<file path="config.mk">
export PLATFORM = sky130hd
export DESIGN_NAME = modular_exponentiation_top_flat
export DESIGN_NICKNAME = d
export VERILOG_FILES = /design/src/rtl/core/modexp_pkg.sv /design/src/rtl/core/modexp_if.sv /design/src/rtl/core/modular_exponentiation_top.sv /design/src/rtl/core/modexp_mul.sv /design/src/flat_wrapper.sv
export SDC_FILE = /design/constraint.sdc
export NUM_CORES = 1
export LEC_CHECK = 0
export BUFFER_PORTS_ARGS = -buffer_cell sky130_fd_sc_hd__buf_2
export CAP_MARGIN = 25
export CORE_UTILIZATION = 55
export DETAILED_ROUTE_END_ITERATION = 10
export PLACE_DENSITY = 0.89
export SYNTH_ARGS = -nofsm -noshare
export SYNTH_HDL_FRONTEND = slang
export SYNTH_HIERARCHICAL = 1
export SYNTH_SLANG_ARGS = --single-unit
export TNS_END_PERCENT = 50
</file>
<file path="constraint.sdc">
create_clock -name clk -period 5.5 [get_ports clk]
set_input_delay 1.1 -clock clk [delete_from_list [all_inputs] [get_ports clk]]
set_output_delay 1.1 -clock clk [all_outputs]
set_load 0.02 [all_outputs]
</file>
<file path="src/rtl/core/modexp_pkg.sv">
// Package for the modular exponentiation block: widths, microcode and shared types.
`default_nettype none

package modexp_pkg;

    // Operand width; every datapath word and port field follows it.
    localparam int OPERAND_BITS = 31;
    localparam int CNT_W        = $clog2(OPERAND_BITS);
    localparam int PC_W         = 4;

    typedef logic [OPERAND_BITS-1:0] word_t;
    typedef logic [CNT_W-1:0]        cnt_t;
    typedef logic [PC_W-1:0]         pc_t;

    localparam word_t MODULUS_RESET = OPERAND_BITS'(1000003);

    // Datapath operation of one microcode step
    typedef enum logic [3:0] {
        OP_NOP       = 4'd0,
        OP_LOAD      = 4'd1,
        OP_START_RED = 4'd2,
        OP_START_SQR = 4'd3,
        OP_START_MUL = 4'd4,
        OP_WB_BASE   = 4'd5,
        OP_WB_ACC    = 4'd6,
        OP_SHIFT     = 4'd7,
        OP_WRITE_OUT = 4'd8
    } op_t;

    // Jump condition: taken -> target, else fall through to pc + 1
    typedef enum logic [2:0] {
        COND_ALWAYS    = 3'd0,
        COND_NO_REQ    = 3'd1,
        COND_TRIVIAL   = 3'd2,
        COND_MUL_BUSY  = 3'd3,
        COND_BIT_CLEAR = 3'd4,
        COND_MORE_BITS = 3'd5,
        COND_OUT_BUSY  = 3'd6
    } cond_t;

    typedef struct packed {
        op_t   op;
        cond_t cond;
        pc_t   target;
    } ctrl_word_t;

    // Program addresses
    localparam pc_t PC_IDLE     = 4'd0;
    localparam pc_t PC_TRIVIAL  = 4'd1;
    localparam pc_t PC_RED      = 4'd2;
    localparam pc_t PC_RED_WAIT = 4'd3;
    localparam pc_t PC_SQR      = 4'd4;
    localparam pc_t PC_SQR_WAIT = 4'd5;
    localparam pc_t PC_TEST     = 4'd6;
    localparam pc_t PC_MUL      = 4'd7;
    localparam pc_t PC_MUL_WAIT = 4'd8;
    localparam pc_t PC_SHIFT    = 4'd9;
    localparam pc_t PC_OUT      = 4'd10;
    localparam pc_t PC_RETURN   = 4'd11;

    // Control store
    function automatic ctrl_word_t ucode(pc_t pc);
        ctrl_word_t w;
        case (pc)
            PC_IDLE:     w = '{OP_LOAD,      COND_NO_REQ,    PC_IDLE};
            PC_TRIVIAL:  w = '{OP_NOP,       COND_TRIVIAL,   PC_OUT};
            PC_RED:      w = '{OP_START_RED, COND_ALWAYS,    PC_RED_WAIT};
            PC_RED_WAIT: w = '{OP_WB_BASE,   COND_MUL_BUSY,  PC_RED_WAIT};
            PC_SQR:      w = '{OP_START_SQR, COND_ALWAYS,    PC_SQR_WAIT};
            PC_SQR_WAIT: w = '{OP_WB_ACC,    COND_MUL_BUSY,  PC_SQR_WAIT};
            PC_TEST:     w = '{OP_NOP,       COND_BIT_CLEAR, PC_SHIFT};
            PC_MUL:      w = '{OP_START_MUL, COND_ALWAYS,    PC_MUL_WAIT};
            PC_MUL_WAIT: w = '{OP_WB_ACC,    COND_MUL_BUSY,  PC_MUL_WAIT};
            PC_SHIFT:    w = '{OP_SHIFT,     COND_MORE_BITS, PC_SQR};
            PC_OUT:      w = '{OP_WRITE_OUT, COND_OUT_BUSY,  PC_OUT};
            PC_RETURN:   w = '{OP_NOP,       COND_ALWAYS,    PC_IDLE};
            default:     w = '{OP_NOP,       COND_ALWAYS,    PC_IDLE};
        endcase
        return w;
    endfunction

    // Multiplier command and status
    typedef struct packed {
        logic  start;
        word_t x;
        word_t y;
    } mul_ctl_t;

    typedef struct packed {
        logic  busy;
        word_t prod;
    } mul_stat_t;

endpackage

`default_nettype wire

</file>
<file path="src/rtl/core/modexp_if.sv">
// Valid/ready channel interfaces for config, request and response.
`default_nettype none

interface modexp_cfg_if
    import modexp_pkg::*;
();
    logic  valid;
    logic  ready;
    word_t modulus;
    modport source (output valid, output modulus, input ready);
    modport sink (input valid, input modulus, output ready);
endinterface

interface modexp_req_if
    import modexp_pkg::*;
();
    logic  valid;
    logic  ready;
    logic  req_type;
    word_t base;
    word_t exponent;
    modport source (output valid, output req_type, output base, output exponent, input ready);
    modport sink (input valid, input req_type, input base, input exponent, output ready);
endinterface

interface modexp_rsp_if
    import modexp_pkg::*;
();
    logic  valid;
    logic  ready;
    word_t result;
    modport source (output valid, output result, input ready);
    modport sink (input valid, input result, output ready);
endinterface

`default_nettype wire

</file>
<file path="src/rtl/core/modular_exponentiation_top.sv">
// Top level: microcoded square-and-multiply modular exponentiation engine.
// ---------------------------------------------------------------------------
// Channels (valid/ready, transfer when both high at a rising clk edge):
//   cfg : writes the modulus; always ready. Write only while the block is idle.
//   req : req_type, base, exponent. req_type 1 replaces the exponent with
//         modulus - 2 (inverse for a prime modulus).
//   rsp : one result per request, held in an output register.
// Each set exponent bit adds a multiply; a zero exponent or a modulus below
//   two skips the multiplier and goes straight to the output step.
// Run time is set by the single bit-serial multiplier (one multiplier bit
//   per cycle), shared by base reduction, squaring and multiplying.
// One request is processed at a time; req.ready is high only in the idle step.
// A finished result waits in the output register; if rsp stalls, the next
//   request runs and the sequencer holds at the output step until the slot
//   frees up.
// Reset: modulus returns to 1000003, sequencer to idle, output slot empty.
// ---------------------------------------------------------------------------
`default_nettype none

module modular_exponentiation_top
    import modexp_pkg::*;
(
    input wire logic clk,
    input wire logic rst_n,
    modexp_cfg_if.sink   cfg,
    modexp_req_if.sink   req,
    modexp_rsp_if.source rsp
);

    // Sequencer state
    pc_t        pc_reg, pc_next;
    ctrl_word_t uword;
    logic       jump;

    // Datapath registers
    word_t modulus_reg;
    word_t acc_reg, acc_next;
    word_t base_reg, base_next;
    word_t exp_reg, exp_next;
    cnt_t  cnt_reg, cnt_next;
    logic  rsp_valid_reg, rsp_valid_next;
    word_t result_reg, result_next;

    word_t     eff_exp;
    logic      accept;
    logic      out_busy;
    mul_ctl_t  mul_ctl;
    mul_stat_t mul_stat;

    assign uword    = ucode(pc_reg);
    assign accept   = (uword.op == OP_LOAD) && req.valid;
    assign out_busy = rsp_valid_reg && !rsp.ready;

    // Inverse requests: exponent = modulus - 2, wrapping at the word width
    assign eff_exp = req.req_type ? (modulus_reg - word_t'(2)) : req.exponent;

    // Branch condition select
    always_comb
    begin
        case (uword.cond)
            COND_ALWAYS:    jump = 1'b1;
            COND_NO_REQ:    jump = !req.valid;
            COND_TRIVIAL:   jump = (exp_reg == '0) || (modulus_reg < word_t'(2));
            COND_MUL_BUSY:  jump = mul_stat.busy;
            COND_BIT_CLEAR: jump = !exp_reg[OPERAND_BITS-1];
            COND_MORE_BITS: jump = (cnt_reg != '0);
            COND_OUT_BUSY:  jump = out_busy;
            default:        jump = 1'b1;
        endcase
    end

    assign pc_next = jump ? uword.target : pc_reg + pc_t'(1);

    // Multiplier operands: reduction is 1 * base, squaring acc * acc, multiplying base * acc
    always_comb
    begin
        mul_ctl.start = (uword.op == OP_START_RED) || (uword.op == OP_START_SQR)
                     || (uword.op == OP_START_MUL);
        case (uword.op)
            OP_START_RED:
            begin
                mul_ctl.x = word_t'(1);
                mul_ctl.y = base_reg;
            end
            OP_START_SQR:
            begin
                mul_ctl.x = acc_reg;
                mul_ctl.y = acc_reg;
            end
            default:
            begin
                mul_ctl.x = base_reg;
                mul_ctl.y = acc_reg;
            end
        endcase
    end

    modexp_mul u_mul (
        .clk     (clk),
        .rst_n   (rst_n),
        .modulus (modulus_reg),
        .ctl     (mul_ctl),
        .status  (mul_stat)
    );

    // Datapath writes per control word
    always_comb
    begin
        acc_next       = acc_reg;
        base_next      = base_reg;
        exp_next       = exp_reg;
        cnt_next       = cnt_reg;
        result_next    = result_reg;
        rsp_valid_next = rsp_valid_reg && !rsp.ready;
        case (uword.op)
            OP_LOAD:
            begin
                if (accept)
                begin
                    base_next = req.base;
                    exp_next  = eff_exp;
                    cnt_next  = cnt_t'(OPERAND_BITS - 1);
                    // zero exponent -> 1; otherwise modulus 0 or 1 -> 0
                    acc_next  = ((eff_exp == '0) || (modulus_reg >= word_t'(2)))
                                ? word_t'(1) : '0;
                end
            end
            OP_WB_BASE:
            begin
                if (!mul_stat.busy)
                begin
                    base_next = mul_stat.prod;
                end
            end
            OP_WB_ACC:
            begin
                if (!mul_stat.busy)
                begin
                    acc_next = mul_stat.prod;
                end
            end
            OP_SHIFT:
            begin
                exp_next = {exp_reg[OPERAND_BITS-2:0], 1'b0};
                cnt_next = cnt_reg - cnt_t'(1);
            end
            OP_WRITE_OUT:
            begin
                if (!out_busy)
                begin
                    result_next    = acc_reg;
                    rsp_valid_next = 1'b1;
                end
            end
            default:
            begin
            end
        endcase
    end

    always_ff @(posedge clk or negedge rst_n)
    begin
        if (!rst_n)
        begin
            pc_reg        <= PC_IDLE;
            rsp_valid_reg <= 1'b0;
            modulus_reg   <= MODULUS_RESET;
            cnt_reg       <= '0;
        end
        else
        begin
            pc_reg        <= pc_next;
            rsp_valid_reg <= rsp_valid_next;
            cnt_reg       <= cnt_next;
            if (cfg.valid)
            begin
                modulus_reg <= cfg.modulus;
            end
        end
    end

    always_ff @(posedge clk)
    begin
        acc_reg    <= acc_next;
        base_reg   <= base_next;
        exp_reg    <= exp_next;
        result_reg <= result_next;
    end

    assign cfg.ready  = 1'b1;
    assign req.ready  = (uword.op == OP_LOAD);
    assign rsp.valid  = rsp_valid_reg;
    assign rsp.result = result_reg;

    // The multiplier only runs while the sequencer sits in a wait step
    a_mul_in_wait: assert property (@(posedge clk) disable iff (!rst_n)
        mul_stat.busy |-> (uword.op == OP_WB_BASE || uword.op == OP_WB_ACC))
        else $error("multiplier busy outside a wait step");

    // Every finished product is fully reduced
    a_prod_reduced: assert property (@(posedge clk) disable iff (!rst_n)
        $fell(mul_stat.busy) |-> (mul_stat.prod < modulus_reg))
        else $error("multiplier product not reduced");

    // An accepted request moves straight to the trivial-case check
    a_accept_next: assert property (@(posedge clk) disable iff (!rst_n)
        (req.valid && req.ready) |=> (pc_reg == PC_TRIVIAL))
        else $error("sequencer did not advance after accept");

    // A new multiply never starts while one is running
    a_no_restart: assert property (@(posedge clk) disable iff (!rst_n)
        mul_ctl.start |-> !mul_stat.busy)
        else $error("multiplier restarted while busy");

endmodule

`default_nettype wire

</file>
<file path="src/rtl/core/modexp_mul.sv">
// Bit-serial interleaved modular multiplier: prod = x * y mod modulus, x < modulus.
`default_nettype none

module modexp_mul
    import modexp_pkg::*;
(
    input  wire logic  clk,
    input  wire logic  rst_n,
    input  wire word_t modulus,
    input  wire mul_ctl_t ctl,
    output mul_stat_t status
);

    localparam int SUM_W = OPERAND_BITS + 2;

    logic busy_reg, busy_next;
    cnt_t cnt_reg, cnt_next;
    word_t r_reg, r_next;
    word_t x_reg, x_next;
    word_t y_reg, y_next;

    logic [SUM_W-1:0] sum, m1, m2, red;

    // r = 2r + ybit * x, then bring back below m (sum < 3m)
    always_comb
    begin
        m1  = {2'b00, modulus};
        m2  = {1'b0, modulus, 1'b0};
        sum = {1'b0, r_reg, 1'b0} + (y_reg[OPERAND_BITS-1] ? {2'b00, x_reg} : '0);
        if (sum >= m2)
        begin
            red = sum - m2;
        end
        else if (sum >= m1)
        begin
            red = sum - m1;
        end
        else
        begin
            red = sum;
        end
    end

    always_comb
    begin
        busy_next = busy_reg;
        cnt_next  = cnt_reg;
        r_next    = r_reg;
        x_next    = x_reg;
        y_next    = y_reg;
        if (ctl.start)
        begin
            busy_next = 1'b1;
            cnt_next  = cnt_t'(OPERAND_BITS - 1);
            r_next    = '0;
            x_next    = ctl.x;
            y_next    = ctl.y;
        end
        else if (busy_reg)
        begin
            r_next = red[OPERAND_BITS-1:0];
            y_next = {y_reg[OPERAND_BITS-2:0], 1'b0};
            cnt_next = cnt_reg - cnt_t'(1);
            if (cnt_reg == '0)
            begin
                busy_next = 1'b0;
            end
        end
    end

    always_ff @(posedge clk or negedge rst_n)
    begin
        if (!rst_n)
        begin
            busy_reg <= 1'b0;
            cnt_reg  <= '0;
        end
        else
        begin
            busy_reg <= busy_next;
            cnt_reg  <= cnt_next;
        end
    end

    always_ff @(posedge clk)
    begin
        r_reg <= r_next;
        x_reg <= x_next;
        y_reg <= y_next;
    end

    assign status.busy = busy_reg;
    assign status.prod = r_reg;

endmodule

`default_nettype wire

</file>
<file path="src/flat_wrapper.sv">
// flat-port wrapper written by rule: the top's interface ports become plain ports
module modular_exponentiation_top_flat import modexp_pkg::*;
  (clk, rst_n, cfg_valid, cfg_modulus, cfg_ready, req_valid, req_req_type, req_base, req_exponent, req_ready, rsp_valid, rsp_result, rsp_ready);
  modexp_cfg_if cfg_i ();
  modexp_req_if req_i ();
  modexp_rsp_if rsp_i ();
  input wire logic clk;
  input wire logic rst_n;
  input wire logic [$bits(cfg_i.valid)-1:0] cfg_valid;
  input wire logic [$bits(cfg_i.modulus)-1:0] cfg_modulus;
  output wire logic [$bits(cfg_i.ready)-1:0] cfg_ready;
  input wire logic [$bits(req_i.valid)-1:0] req_valid;
  input wire logic [$bits(req_i.req_type)-1:0] req_req_type;
  input wire logic [$bits(req_i.base)-1:0] req_base;
  input wire logic [$bits(req_i.exponent)-1:0] req_exponent;
  output wire logic [$bits(req_i.ready)-1:0] req_ready;
  output wire logic [$bits(rsp_i.valid)-1:0] rsp_valid;
  output wire logic [$bits(rsp_i.result)-1:0] rsp_result;
  input wire logic [$bits(rsp_i.ready)-1:0] rsp_ready;
  assign cfg_i.valid = cfg_valid;
  assign cfg_i.modulus = cfg_modulus;
  assign cfg_ready = cfg_i.ready;
  assign req_i.valid = req_valid;
  assign req_i.req_type = req_req_type;
  assign req_i.base = req_base;
  assign req_i.exponent = req_exponent;
  assign req_ready = req_i.ready;
  assign rsp_valid = rsp_i.valid;
  assign rsp_result = rsp_i.result;
  assign rsp_i.ready = rsp_ready;
  modular_exponentiation_top u_core (.clk(clk), .rst_n(rst_n), .cfg(cfg_i), .req(req_i), .rsp(rsp_i));
endmodule
</file>
==> flow_summary.json, run 1 <==
{
  "path_class": "flop to flop",
  "fmax_mhz": 186,
  "max_cap_violations": 0,
  "synth_fp_nets": 1981,
  "post_drt_via_cell_ratio": 6.48,
  "synth_top_area_share_pct": 31.3,
  "grt_max_degree": 54,
  "areaGrowthSynthToFinish_pct": 14.1,
  "ys_ff_latch": 264,
  "r2r_end": "u_core/u_mul/r_reg[25]$_SDFFE_PP0P_",
  "relSlewSlack_pct": 27.7,
  "multiInputGateArea_mm2": 0.0100,
  "drt_iter0_markers": 1726,
  "ioPinCount": 133,
  "grt_pass1_vias": 14300,
  "start_util_pct": 56.2,
  "fillers": 2508,
  "setup_ws_ps": 113,
  "critical-path-max-stage-delay_ps": 470,
  "crit_required_ps": 5980,
  "synth_edf_count": 186,
  "htreeDepth": 1,
  "vias": 15200,
  "cp.arrival_ps": 5870,
  "path_buf_inv": 3,
  "crit_chain": "buf_4 > clkbuf_2 > and2_1 > ha_1 > o21ai_1 > a211oi_2 > nand3_1 > a21oi_2 > nor2_2 > o21ai_1 > xor2_1 > buf_4 > ha_2 > and3_4 > nand4_1 > or4_1 > o31a_1 > a31o_1 > and2_4 > a2111o_1 > a311oi_2",
  "coreArea_mm2": 0.0317,
  "grt_pass1_wl_um": 79100,
  "drive_gt1_share_pct": 22.9,
  "place_area_mm2": 0.0192,
  "r2r_cells": 21,
  "startpoint_type": "flop",
  "ctsHoldBuffers": 0,
  "gr-total-overflow": 0,
  "path_delay_family": "compound AO/OA/AOI/OAI gates",
  "final_cell_mix": "edfxtp_1, nand2_1, buf_2",
  "dpl.hpwl_um": 37400,
  "die-area_mm2": 0.0332,
  "crit_cells": 21,
  "finalCritPeriodShare_pct": 97.9,
  "synthDistinctLibCells": 91,
  "synth_area_leaders": "edfxtp_1, mux2_2, ha_1, dfrtp_1, dfxtp_1",
  "detail-route-antenna-nets": 0,
  "endpoint": "u_core/u_mul/r_reg[25]$_SDFFE_PP0P_",
  "gp_congestion": 0.970,
  "row_count": 65,
  "port_buffers": 131,
  "drc": 0,
  "path_clk_slew_ps": 60,
  "setup_tns_ps": 0,
  "yosysSeqAreaShare_pct": 41.5,
  "cts_tree": "built",
  "fin_nets": 2127,
  "die-height_um": 182,
  "numCtsBuffers": 28,
  "slew_violations": 0,
  "min_path_type": "input port to asynchronous set/reset pin",
  "synth_area_per_cell_um2": 10.0,
  "final_common_cell": "edfxtp_1",
  "final-hold-violation-count": 0,
  "status": "finished, final reports clean",
  "regArea_mm2": 0.00739,
  "period_needed_ps": 5390,
  "critPathLaunch": "u_core/u_mul/y_reg[30]$_DFFE_PP_",
  "antennaDiodeCount": 0,
  "postLayoutCoreUtil_pct": 64.2,
  "r2r_slack_ps": 110,
  "worst_path_max_delay_cell": "a211oi_2",
  "ys_async_sr_fraction_pct": 17.8,
  "routed_wl_um": 50800,
  "clockBufferDepth": 3,
  "die_x_um": 182,
  "regToRegStartpoint": "u_core/u_mul/y_reg[30]$_DFFE_PP_",
  "wl_per_cell_um": 21.7,
  "synth-main-ff-cell": "edfxtp_1",
  "place_ws_ps": 15.4,
  "fin_skew_ps": 14.9,
  "worstSetupEndpointType": "flop",
  "syn_area_mm2": 0.0178,
  "setup_viol": 0,
  "critical_path.max_fanout": 19,
  "final_cell_area_mm2": 0.0204,
  "yosysWarnings": 6,
  "cts.sinks": 264,
  "synthCells": 1776,
  "worst_pin_slew_ps": 1080,
  "cts_root_buf": "clkbuf_16",
  "drt_pass1_iterations": 5,
  "yosys.area.top_type": "edfxtp_1",
  "clk_latency_ps": 570,
  "antenna_found_initial": 0,
  "grt_util_all_layers_pct": 30.1
}
-- metrics by stage --
step	hold slack, ps	std cells
global route	426	2341
finish	417	2341
floorplan	426	1776
global placement	454	2284
CTS	408	2334
detailed placement	467	2286
-- layer usage --
layer / wire, µm / global-route usage, %
met1: 22600 / 44.1
met2: 23200 / 48.1
met3: 3900 / 3.15
met4: 1170 / 6.76
met5: 0 / 0
-- kinds of logic after synthesis --
logic type | Yosys count | synth area share (%)
mux | 145 | 9.01
flops | 264 | 41.5
other cells | 1 | 0.0210
buf+inv | 155 | 3.48
xor+xnor | 92 | 4.52
simple gates | 543 | 16.0
fa+ha+maj | 106 | 7.56
compound gates | 470 | 18.0
-- worst min path at each step --
stage | slack [ps] | cells past startpoint | end
2_1_floorplan | 430 | 0 | u_core/rsp.result[0]$_DFFE_PP_
3_3_place_gp | 450 | 0 | u_core/rsp.result[19]$_DFFE_PP_
3_5_place_dp | 470 | 0 | u_core/rsp.result[19]$_DFFE_PP_
4_1_cts | 410 | 1 | u_core/modulus_reg[27]$_DFFE_PN0P_
5_1_grt | 430 | 1 | u_core/modulus_reg[27]$_DFFE_PN0P_
6_report | 420 | 1 | u_core/modulus_reg[27]$_DFFE_PN0P_
-- synth_stat cells, types with 16 or more instances --
cell	number
edfxtp_1	186
nand2_1	147
mux2_2	124
ha_1	103
a21oi_1	101
o21ai_0	95
nor2_1	93
inv_1	66
clkbuf_1	64
xnor2_1	59
and3_1	52
and2_1	39
dfrtp_1	38
a22o_1	35
a21o_1	33
nor4_1	33
xor2_1	33
dfxtp_1	31
nor3_1	29
nand3_1	28
a31oi_1	23
mux2i_1	21
nand4_1	21
a211oi_1	20
nor2b_1	20
o211ai_1	19
or4_1	18
o31ai_1	16
-- what timing repair did --
action / in CTS / in global routing
cloned: 0 / 0
setup buffers: 1 / 6
pin swaps: 0 / 8
gates resized for setup: 0 / 35
endpoints found under the setup margin: 7 / 31
-- final cells by class --
class	count	area share, %
clock buffer	33	3.60
tap	402	2.47
timing repair buffer	201	6.11
clock inverter	14	0.977
inverter	70	1.29
sequential	264	36.3
multi-input combinational	1357	49.2
Power of run 1 is left out: the tool's default activity adds up to more than one toggle a clock period on the data nets, which glitch-free logic cannot reach.
==> run 2, diff against run 1 <==
Settings changed: CELL_PAD_IN_SITES_DETAIL_PLACEMENT from default to 0, CELL_PAD_IN_SITES_GLOBAL_PLACEMENT from default to 1, CORE_UTILIZATION 55 to 44, PLACE_DENSITY 0.89 to 0.9.
==> run 2 against run 1 <==
  * Die area rose by 25%
  * First-iteration DRC count fell by 28%
  * Flip-flop and latch count did not move
  * Largest cell class unchanged
  * Fmax rose by 0.64%
  * Hold slack improved by 62 ps
==> flow_summary.json, run 2 (synthesis results as in run 1) <==
{
  "status": "finished, final reports clean",
  "wl_per_cell_um": 20.9,
  "grt.met1_usage_pct": 36.5,
  "final_cell_mix": "edfxtp_1, nand2_1, buf_2",
  "gp_congestion": 0.942,
  "coreArea_mm2": 0.0398,
  "fillers": 3658,
  "drt_pass1_iterations": 5,
  "ctsHoldBuffers": 0,
  "period_needed_ps": 5350,
  "cp.arrival_ps": 5820,
  "finalCritPeriodShare_pct": 97.3,
  "slew_violations": 0,
  "row_count": 73,
  "grt_max_degree": 54,
  "fmax_mhz": 187,
  "critical_path.max_fanout": 14,
  "path_delay_family": "compound AO/OA/AOI/OAI gates",
  "path_class": "flop to flop",
  "setup_tns_ps": 0,
  "die-area_mm2": 0.0413,
  "crit_required_ps": 5970,
  "start_util_pct": 44.8,
  "relSlewSlack_pct": 25.5,
  "worst_path_max_delay_cell": "or4_1",
  "cts.sinks": 264,
  "final-hold-violation-count": 0,
  "drc": 0,
  "detail-route-antenna-nets": 0,
  "path_buf_inv": 1,
  "setup_viol": 0,
  "htreeDepth": 1,
  "grt_pass1_wl_um": 80200,
  "use_met2_pct": 38.3,
  "grt_pass1_vias": 14100,
  "worst_pin_slew_ps": 1110,
  "vias": 15100,
  "hold-worst-slack_ps": 479,
  "cts_root_buf": "clkbuf_16",
  "die_x_um": 203,
  "ioPinCount": 133,
  "max_cap_violations": 0,
  "min_path_type": "flop to flop",
  "critical-path-max-stage-delay_ps": 550,
  "numCtsBuffers": 30,
  "drt_iter0_markers": 1235,
  "cts_tree": "built",
  "clk_latency_ps": 580,
  "grt_util_all_layers_pct": 24.6,
  "routed_wl_um": 51800,
  "startpoint_type": "flop",
  "fin_skew_ps": 16.2,
  "port_buffers": 131,
  "fin_nets": 2141,
  "gr-max-usage-layer": "met2",
  "crit_chain": "and2_1 > ha_1 > a211oi_1 > nor2_1 > nor4_2 > o41ai_2 > a221o_1 > a21oi_1 > xnor2_2 > ha_1 > nand4_1 > or4_1 > o21a_1 > a211o_1 > nand3b_2 > buf_4 > nor2_1 > and4_1 > a221o_1",
  "die-height_um": 203,
  "antenna_found_initial": 0,
  "antennaDiodeCount": 0,
  "final_common_cell": "edfxtp_1",
  "worstSetupEndpointType": "flop",
  "areaGrowthSynthToFinish_pct": 15.4,
  "path_clk_slew_ps": 60,
  "post_drt_via_cell_ratio": 6.08,
  "gr-total-overflow": 0,
  "drive_gt1_share_pct": 23.2,
  "dpl.hpwl_um": 38400,
  "clockBufferDepth": 3,
  "grtUsageMet3_pct": 3.34
}
## run 2: cell count changes in the layout (fill, tap and decap cells not counted), moves of 3 or more
cell,delta
buf_4,+12
clkinv_1,+3
clkinv_2,-3
ha_2,+3
inv_6,+3
o21ai_0,+3
o21ai_1,-3
## run 2: what timing repair did
item | 4_1_cts | 5_1_grt
gates resized for setup | 0 | 27
setup endpoints to repair | 1 | 31
pin swaps | 0 | 12
buffers inserted | 1 | 10
## run 2: final timing paths
check	startpoint	endpoint	slack, ps	depth (start not counted)
min in group asynchronous	rst_n	u_core/cnt_reg[3]$_DFFE_PN0P_	630	2
hold / removal	u_core/acc_reg[5]$_SDFFCE_PN0P_	u_core/rsp.result[5]$_DFFE_PP_	480	0
setup reg to reg	u_core/u_mul/y_reg[30]$_DFFE_PP_	u_core/u_mul/r_reg[29]$_SDFFE_PP0P_	150	19
setup / recovery	u_core/u_mul/y_reg[30]$_DFFE_PP_	u_core/u_mul/r_reg[29]$_SDFFE_PP0P_	150	19
max in group asynchronous	rst_n	u_core/modulus_reg[22]$_DFFE_PN0P_	4430	2
hold reg to reg	u_core/acc_reg[5]$_SDFFCE_PN0P_	u_core/rsp.result[5]$_DFFE_PP_	480	0
## run 2: final cells by class
| cell class | count | area [µm²] | area share [%] |
|---|---|---|---|
| sequential | 264 | 7390 | 35.9 |
| tap | 525 | 657 | 3.19 |
| clock inverter | 20 | 185 | 0.900 |
| timing repair buffer | 213 | 1330 | 6.48 |
| multi-input combinational | 1357 | 9980 | 48.5 |
| clock buffer | 33 | 762 | 3.70 |
| inverter | 70 | 263 | 1.28 |
## run 2: stage by stage
step           utilization [%]  setup WS, ps  cell area (µm²)  std cells
3_5_place_dp              48.7          27.2            19400       2417
6_report                  51.7           148            20600       2482
4_1_cts                   51.1          52.3            20400       2471
3_3_place_gp              48.7          66.1            19400       2416
2_1_floorplan                -           208            17800       1776
5_1_grt                   51.7          -122            20600       2482
## run 2: routing by layer
metal | vias up | share of wire [%] | wire (µm)
li1 | 7055 | - | -
met1 | 7316 | 47 | 24200
met2 | 664 | 44 | 23000
met3 | 61 | 7.3 | 3760
met4 | 0 | 1.5 | 802
met5 | - | 0 | 0
Power of run 2 is left out for the same reason.
